<file path="config.mk">
export PLATFORM = sky130hd
export DESIGN_NAME = cas_out_queue_flat
export DESIGN_NICKNAME = d
export VERILOG_FILES = /design/src/sv/cas_pkg.sv /design/src/sv/cas_ifs.sv /design/src/sv/cas_out_queue.sv /design/src/flat_wrapper.sv
export SDC_FILE = /design/constraint.sdc
export NUM_CORES = 1
export LEC_CHECK = 0
export ABC_CLOCK_PERIOD_IN_PS = 11800
export BUFFER_PORTS_ARGS = -buffer_cell sky130_fd_sc_hd__buf_2
export CAP_MARGIN = 20
export CORE_MARGIN = 2
export CORE_UTILIZATION = 40
export DETAILED_ROUTE_END_ITERATION = 8
export GPL_TIMING_DRIVEN = 0
export HOLD_SLACK_MARGIN = 0.1
export SLEW_MARGIN = 20
export SYNTH_ARGS = -nofsm -noshare
export SYNTH_HDL_FRONTEND = slang
export SYNTH_SLANG_ARGS = --single-unit
</file>
<file path="constraint.sdc">
create_clock -name clk -period 11.8 [get_ports clk]
set_input_delay 1.18 -clock clk [delete_from_list [all_inputs] [get_ports clk]]
set_output_delay 1.18 -clock clk [all_outputs]
set_load 0.05 [all_outputs]
</file>
<file path="src/sv/cas_pkg.sv">
// Shared types, constants and helper functions of the cave automaton row step.
`timescale 1ns / 1ps
`default_nettype none

package cas_pkg;

    // Row geometry
    localparam int MAX_WIDTH   = 64;
    localparam int ROW_W       = 64;
    localparam int GW_W        = 7;
    localparam int QUEUE_DEPTH = 3;

    // Configuration register indexes
    localparam int CFG_INDEX_W = 4;
    localparam int CFG_DATA_W  = 12;
    localparam logic [CFG_INDEX_W-1:0] REG_GRID_WIDTH  = 4'd0;
    localparam logic [CFG_INDEX_W-1:0] REG_NEAR_WEIGHT = 4'd1;
    localparam logic [CFG_INDEX_W-1:0] REG_NEAR_CUTOFF = 4'd2;
    localparam logic [CFG_INDEX_W-1:0] REG_FAR_CUTOFF  = 4'd3;

    // Rule settings seen by the row evaluators
    typedef struct packed {
        logic [GW_W-1:0]   width;
        logic [7:0]        near_weight;
        logic [11:0]       near_cutoff;
        logic signed [5:0] far_cutoff;
    } cas_rule_t;

    // One result row waiting for transfer
    typedef struct packed {
        logic [ROW_W-1:0] cells;
        logic             last;
    } cas_entry_t;

    // Up to three result rows offered to the output queue in one cycle
    typedef struct packed {
        logic                         valid;
        logic [1:0]                   count;
        cas_entry_t [QUEUE_DEPTH-1:0] rows;
    } cas_push_t;

    // Clamp the programmed width to the widest supported row
    function automatic logic [GW_W-1:0] cas_width_in_use(input logic [GW_W-1:0] gw);
        logic [GW_W-1:0] w;
        w = gw;
        if (gw > GW_W'(MAX_WIDTH))
        begin
            w = GW_W'(MAX_WIDTH);
        end
        return w;
    endfunction

    // Mask of the cells in use: bit i set where i lies below the width
    function automatic logic [ROW_W-1:0] cas_width_mask(input logic [GW_W-1:0] w);
        logic [ROW_W-1:0] m;
        for (int i = 0; i < ROW_W; i++)
        begin
            m[i] = (GW_W'(i) < w);
        end
        return m;
    endfunction

endpackage

`default_nettype wire

</file>
<file path="src/sv/cas_ifs.sv">
// Handshake channel interfaces: input rows, result rows and configuration writes.
`timescale 1ns / 1ps
`default_nettype none


interface cas_result_if import cas_pkg::*; ();
    logic             valid;
    logic             ready;
    logic [ROW_W-1:0] next_cells;
    logic             last_out;

    modport source (output valid, output next_cells, output last_out, input ready);
    modport sink   (input valid, input next_cells, input last_out, output ready);
endinterface


`default_nettype wire

</file>
<file path="src/sv/cas_out_queue.sv">
// Three-entry result queue that takes up to three rows at once and hands out one per transfer.
`timescale 1ns / 1ps
`default_nettype none

module cas_out_queue import cas_pkg::*;
(
    input  wire logic      clk,
    input  wire logic      rst_n,
    input  wire cas_push_t push,
    output logic           push_ready,
    cas_result_if.source   results
);

    cas_entry_t q_reg [QUEUE_DEPTH];
    cas_entry_t q_next [QUEUE_DEPTH];
    cas_entry_t q_base [QUEUE_DEPTH];
    logic [1:0] cnt_reg;
    logic [1:0] cnt_next;
    logic [1:0] cnt_after_pop;
    logic [2:0] cnt_sum;
    logic       pop;
    logic       push_fire;

    // Present the head entry
    assign results.valid      = (cnt_reg != 2'd0);
    assign results.next_cells = q_reg[0].cells;
    assign results.last_out   = q_reg[0].last;

    // Work out room after this cycle's transfer
    assign pop           = results.valid && results.ready;
    assign cnt_after_pop = cnt_reg - 2'(pop);
    assign cnt_sum       = {1'b0, cnt_after_pop} + {1'b0, push.count};
    assign push_ready    = (cnt_sum <= 3'(QUEUE_DEPTH));
    assign push_fire     = push.valid && push_ready;

    // Advance the queue on a transfer, then append the new rows behind the survivors
    always_comb
    begin
        q_base[0] = pop ? q_reg[1] : q_reg[0];
        q_base[1] = pop ? q_reg[2] : q_reg[1];
        q_base[2] = q_reg[2];
        for (int k = 0; k < QUEUE_DEPTH; k++)
        begin
            q_next[k] = q_base[k];
            if (push_fire && (2'(k) >= cnt_after_pop) && (3'(k) < cnt_sum))
            begin
                q_next[k] = push.rows[2'(k) - cnt_after_pop];
            end
        end
        cnt_next = push_fire ? cnt_sum[1:0] : cnt_after_pop;
    end

    // Hold the fill count
    always_ff @(posedge clk or negedge rst_n)
    begin
        if (!rst_n)
        begin
            cnt_reg <= 2'd0;
        end
        else
        begin
            cnt_reg <= cnt_next;
        end
    end

    // Hold the entries
    always_ff @(posedge clk)
    begin
        for (int k = 0; k < QUEUE_DEPTH; k++)
        begin
            q_reg[k] <= q_next[k];
        end
    end

endmodule

`default_nettype wire

</file>
<file path="src/flat_wrapper.sv">
// flat-port wrapper written by rule: the top's interface ports become plain ports
module cas_out_queue_flat import cas_pkg::*;
  (clk, rst_n, push, push_ready, results_valid, results_next_cells, results_last_out, results_ready);
  cas_result_if results_i ();
  input  wire logic clk;
  input  wire logic rst_n;
  input  wire cas_push_t push;
  output logic push_ready;
  output wire logic [$bits(results_i.valid)-1:0] results_valid;
  output wire logic [$bits(results_i.next_cells)-1:0] results_next_cells;
  output wire logic [$bits(results_i.last_out)-1:0] results_last_out;
  input wire logic [$bits(results_i.ready)-1:0] results_ready;
  assign results_valid = results_i.valid;
  assign results_next_cells = results_i.next_cells;
  assign results_last_out = results_i.last_out;
  assign results_i.ready = results_ready;
  cas_out_queue u_core (.clk(clk), .rst_n(rst_n), .push(push), .push_ready(push_ready), .results(results_i));
endmodule
</file>
* Yosys cells after proc, flatten, opt, wreduce, memory -nomap -nowiden
Memories as Yosys holds them, arrays and structs flattened. Index checks and enable logic that the tools add are counted.
Cells by class: $add $sub $neg 5, reduce and logical (&&, ||, !) cells 9, muxes and demuxes 12, equality and inequality tests 0, order comparisons 10, div/mod/pow operators 0, shifts and indexed selects 0, multiply operators 0, bitwise gates (word level) 0
Operator list (number):
- two-way mux 65 bit | 8
- binary-select mux 65 bit (select 2 bit) | 3
- < comparator 2 x 3 -> 1 bit, second input constant | 3
- logical AND 1 bit | 8
- < comparator 1 x 3 -> 1 bit, first input constant | 2
- greater-or-equal comparator 1 x 2 -> 1 bit, first input constant | 2
- subtractor 1 x 2 -> 2 bit, first input constant | 2
- adder 2 x 2 -> 3 bit | 1
- <= comparator 3 x 2 -> 1 bit, second input constant | 1
- < comparator 2 x 3 -> 1 bit, first input constant | 1
- greater-or-equal comparator 2 bit, first input constant | 1
- two-way mux 2 bit | 1
- nonzero test 2 bit | 1
- subtractor 2 x 1 -> 2 bit | 1
- subtractor 2 bit, first input constant | 1
Word-level totals: bits in writable memories 195, bits in latches 0, memory bits (read-only) 0, register bits 2, memories kept 1, logic and storage cells 38
Memory list:
- u_core.q_reg | depth 3, width 65, rd ports 3, clocked after Yosys merged registers in 0, write ports 3, line cas_out_queue.sv:14 | cas_entry_t q_reg [QUEUE_DEPTH];

* Depth between registers and ports, before layout
depth after elaboration 9, mapped depth 17

* Worst setup path before layout
Ideal clock, no wire load.
path kind input -> register, start input results_ready, end memory u_core.q_reg[0][130] (netlist name), enable pin, library setup time 0.672 ns, required time 11.128 ns, stages on the path 11, path slack 1.182 ns, data arrival time 9.946 ns, cell sequence nand2_1 > inv_1 > ha_1 > buf_2 > inv_1 > clkbuf_1 > clkbuf_1 > ha_1 > inv_1 > fa_1 > nor4b_1
RTL lines:
- from (decl) | line flat_wrapper.sv:12 | input wire logic [$bits(results_i.ready)-1:0] results_ready;
- to (decl) | line cas_out_queue.sv:14

==> impl_metrics.yaml <==
run_status:
  status: "completed"
clocking:
  postCtsHoldBufs: 0
  cts_made_buffers: 17
  cts_max_path_buffers: 2
  cts-root-buf: "clkbuf_16"
  cts_tree: "yes"
  cts_resized: 0
  htree_levels: 4
  post_cts_buffers: 0
  clock_sinks: 197
  clk_latency_ns: 0.44
  clk_pin_slew_ns: 0.08
global_routing:
  grt_pass1_wl_microns: 59620
  grt-busiest-layer: "met2"
  grt_overflow: 0
  grtUsageMet2_pct: 42.41
  grt_max_degree: 37
  grt_pass1_vias: 10532
  grt_use_met1_pct: 33.84
  grt_use_total_pct: 25.43
  grt_use_met3_pct: 4.046
  antenna_found_initial: 6
logic_synthesis:
  syn_nets: 1449
  ys_seq_elements: 197
  netlist_instances: 1242
  synth-async-reset-ratio_pct: 1.015
  ys.flop_type: "edfxtp_1"
  netlist.area_leader.share_pct: 50.68
  syn_area_sq_um: 11550
  synth_warnings: 0
  synth.area.top_cells: "edfxtp_1 (51%), mux2i_1 (11%), nand2_1 (11%)"
  synth-edff-count: 195
  synth_top_cells_by_count: "nand2_1 (327), edfxtp_1 (195), a21oi_1 (131), mux2i_1 (131), o21ai_0 (129)"
  syn_area_per_cell_sq_um: 9.303
  yosysTopAreaCell: "edfxtp_1"
  seq_area_frac_synth_pct: 51.11
  yosysMostFrequentCell: "nand2_1"
  synthDistinctLibCells: 25
worst_setup_path:
  rrSetupSlack_ns: 5.46
  start_kind: "input port"
  worstPathCellList: "buf_2 -> nand2_1 -> inv_1 -> ha_1 -> buf_2 -> inv_1 -> clkbuf_1 -> clkbuf_1 -> ha_1 -> inv_1 -> fa_1 -> inv_1 -> o2111ai_1 -> buf_2 -> buf_2 -> nand2_4 -> buf_12"
  worst_path_largest_cell_delay_ns: 0.68
  cp_data_arrival_time_ns: 6.65
  worstSetupStartpoint: "results_ready"
  endpoint: "u_core.q_reg[0][28]"
  r2r_start: "u_core.cnt_reg[1]"
  crit_type: "input port to flip-flop"
  critical_path.max_fanout: 35
  crit_required_ns: 11.97
  reg2reg_depth: 17
  worst_path_max_delay_cell: "o2111ai_1"
  end_kind: "flip-flop"
  reg2reg_to: "u_core.q_reg[0][28]"
route:
  drc: 0
  drtIter0Drc: 804
  vias_per_cell: 5.492
  firstDrtPassIters: 5
  dr_total_vias: 10670
  wl_per_cell_microns: 20.03
  routed_wl_microns: 38920
  ant_nets: 0
timing:
  finClkSkew_ns: 0.01272
  finalSetupViolations: 0
  worst_pin_slew_ns: 1.049
  whs_ns: 0.5145
  relSlewSlack_pct: 29.78
  max_freq_ghz: 0.1545
  min_period_ns: 6.473
  hold_viol_final: 0
  rsz0062_at_grt: "false"
  drv_slew: 0
  setup_slack_ns: 5.327
  period_share_pct: 54.85
place:
  pre_cts_ws_ns: 4.885
  place_congestion: 0.8929
  dp_hpwl_microns: 27470
  io_buffer_count: 267
final_layout:
  syn2layout_area_growth_pct: 21.84
  fin_nets: 1750
  drive_gt1_share_pct: 23.78
  largest_reg_flops: 195
  fillers: 2801
min_path:
  worstHoldPathType: "flip-flop to flip-flop"
  holdCritStartpoint: "u_core.q_reg[0][129]"
die:
  die-area_sq_um: 30260
  fp.dieW_microns: 174.0
  die_h_microns: 174.0
  fp-row-count: 62
  core_sq_um: 28550
  start_util_pct: 40.48
  io_pins: 268
job:
  drv_cap: 0
placed cells by master, fill, tap and decap left out:
master,instances
a211oi_2,1
a21oi_1,131
buf_1,5
buf_12,1
buf_16,1
buf_2,326
buf_4,4
buf_6,1
clkbuf_1,52
clkbuf_16,17
clkinv_1,1
clkinv_4,5
clkinv_8,1
clkinvlp_4,2
dfrtp_1,2
diode_2,3
edfxtp_1,195
fa_1,1
ha_1,5
inv_1,8
inv_2,1
inv_6,1
inv_8,3
mux2i_1,131
nand2_1,326
nand2_4,1
nand2b_4,1
nand3_1,65
nor2_1,67
nor2_2,1
nor2b_1,1
nor4b_2,1
o2111ai_1,1
o21ai_0,129
o22a_1,65
o2bb2ai_1,1
or2_2,1
xor2_2,1
critical path, delay by kind of cell:
family / cells / cell delay (ns)
adder cells (fa/ha/maj): 3 / 1.19
AO/OA/AOI/OAI: 1 / 0.68
buffers and inverters: 11 / 3.01
AND/OR/NAND/NOR: 2 / 0.53
area by class of cell:
type | count | area (sq um) | share of cell area, %
timing repair buffer | 282 | 1458 | 10.35
antenna | 3 | 7.507 | 0.05332
inverter | 9 | 33.78 | 0.2400
tap | 384 | 480.5 | 3.413
clock inverter | 13 | 121.4 | 0.8621
sequential | 197 | 5906 | 41.95
buffer | 106 | 469.2 | 3.333
multi-input combinational | 930 | 5170 | 36.72
clock buffer | 19 | 432.9 | 3.075
worst min-delay path by stage:
stage	to	slack [ns]	cells after the start
floorplan	u_core.q_reg[0][0]	0.50	2
detailed placement	u_core.q_reg[0][26]	0.51	2
global route	u_core.cnt_reg[1]	0.52	1
CTS	u_core.cnt_reg[1]	0.51	1
finish	u_core.q_reg[0][64]	0.51	2
global placement	u_core.q_reg[0][50]	0.51	2
logic make-up (layout without fill, tap and decap cells):
family / Yosys count / in the layout / synth area share, %
adder cells (fa/ha/maj): 6 / 6 / 0.7147
buffers and inverters: 115 / 429 / 4.353
XOR/XNOR: 1 / 1 / 0.1408
other: 0 / 3 / 0
flip-flops: 197 / 197 / 51.11
AO/OA/AOI/OAI: 328 / 328 / 16.45
multiplexers: 131 / 131 / 11.35
AND/OR/NAND/NOR: 464 / 464 / 15.89
stage by stage:
stage | TNS (ns) | util [%] | cells | cell area, sq um
floorplan | 0 | - | 1242 | 11550
global placement | -325.69 | 46.84 | 1893 | 13370
detailed placement | 0 | 47.35 | 1908 | 13520
CTS | 0 | 49.29 | 1940 | 14070
global route | 0 | 49.31 | 1942 | 14080
finish | 0 | 49.32 | 1943 | 14080
routing by layer:
layer  part of all wire (%)  vias up
li1                       -     5051
met1                     43     5103
met2                     48      454
met3                    6.6       58
met4                    2.3        4
met5                  0.062        -
Power is not shown: default switching activity piles up to over one toggle a cycle in this logic, so the estimate is an artifact.
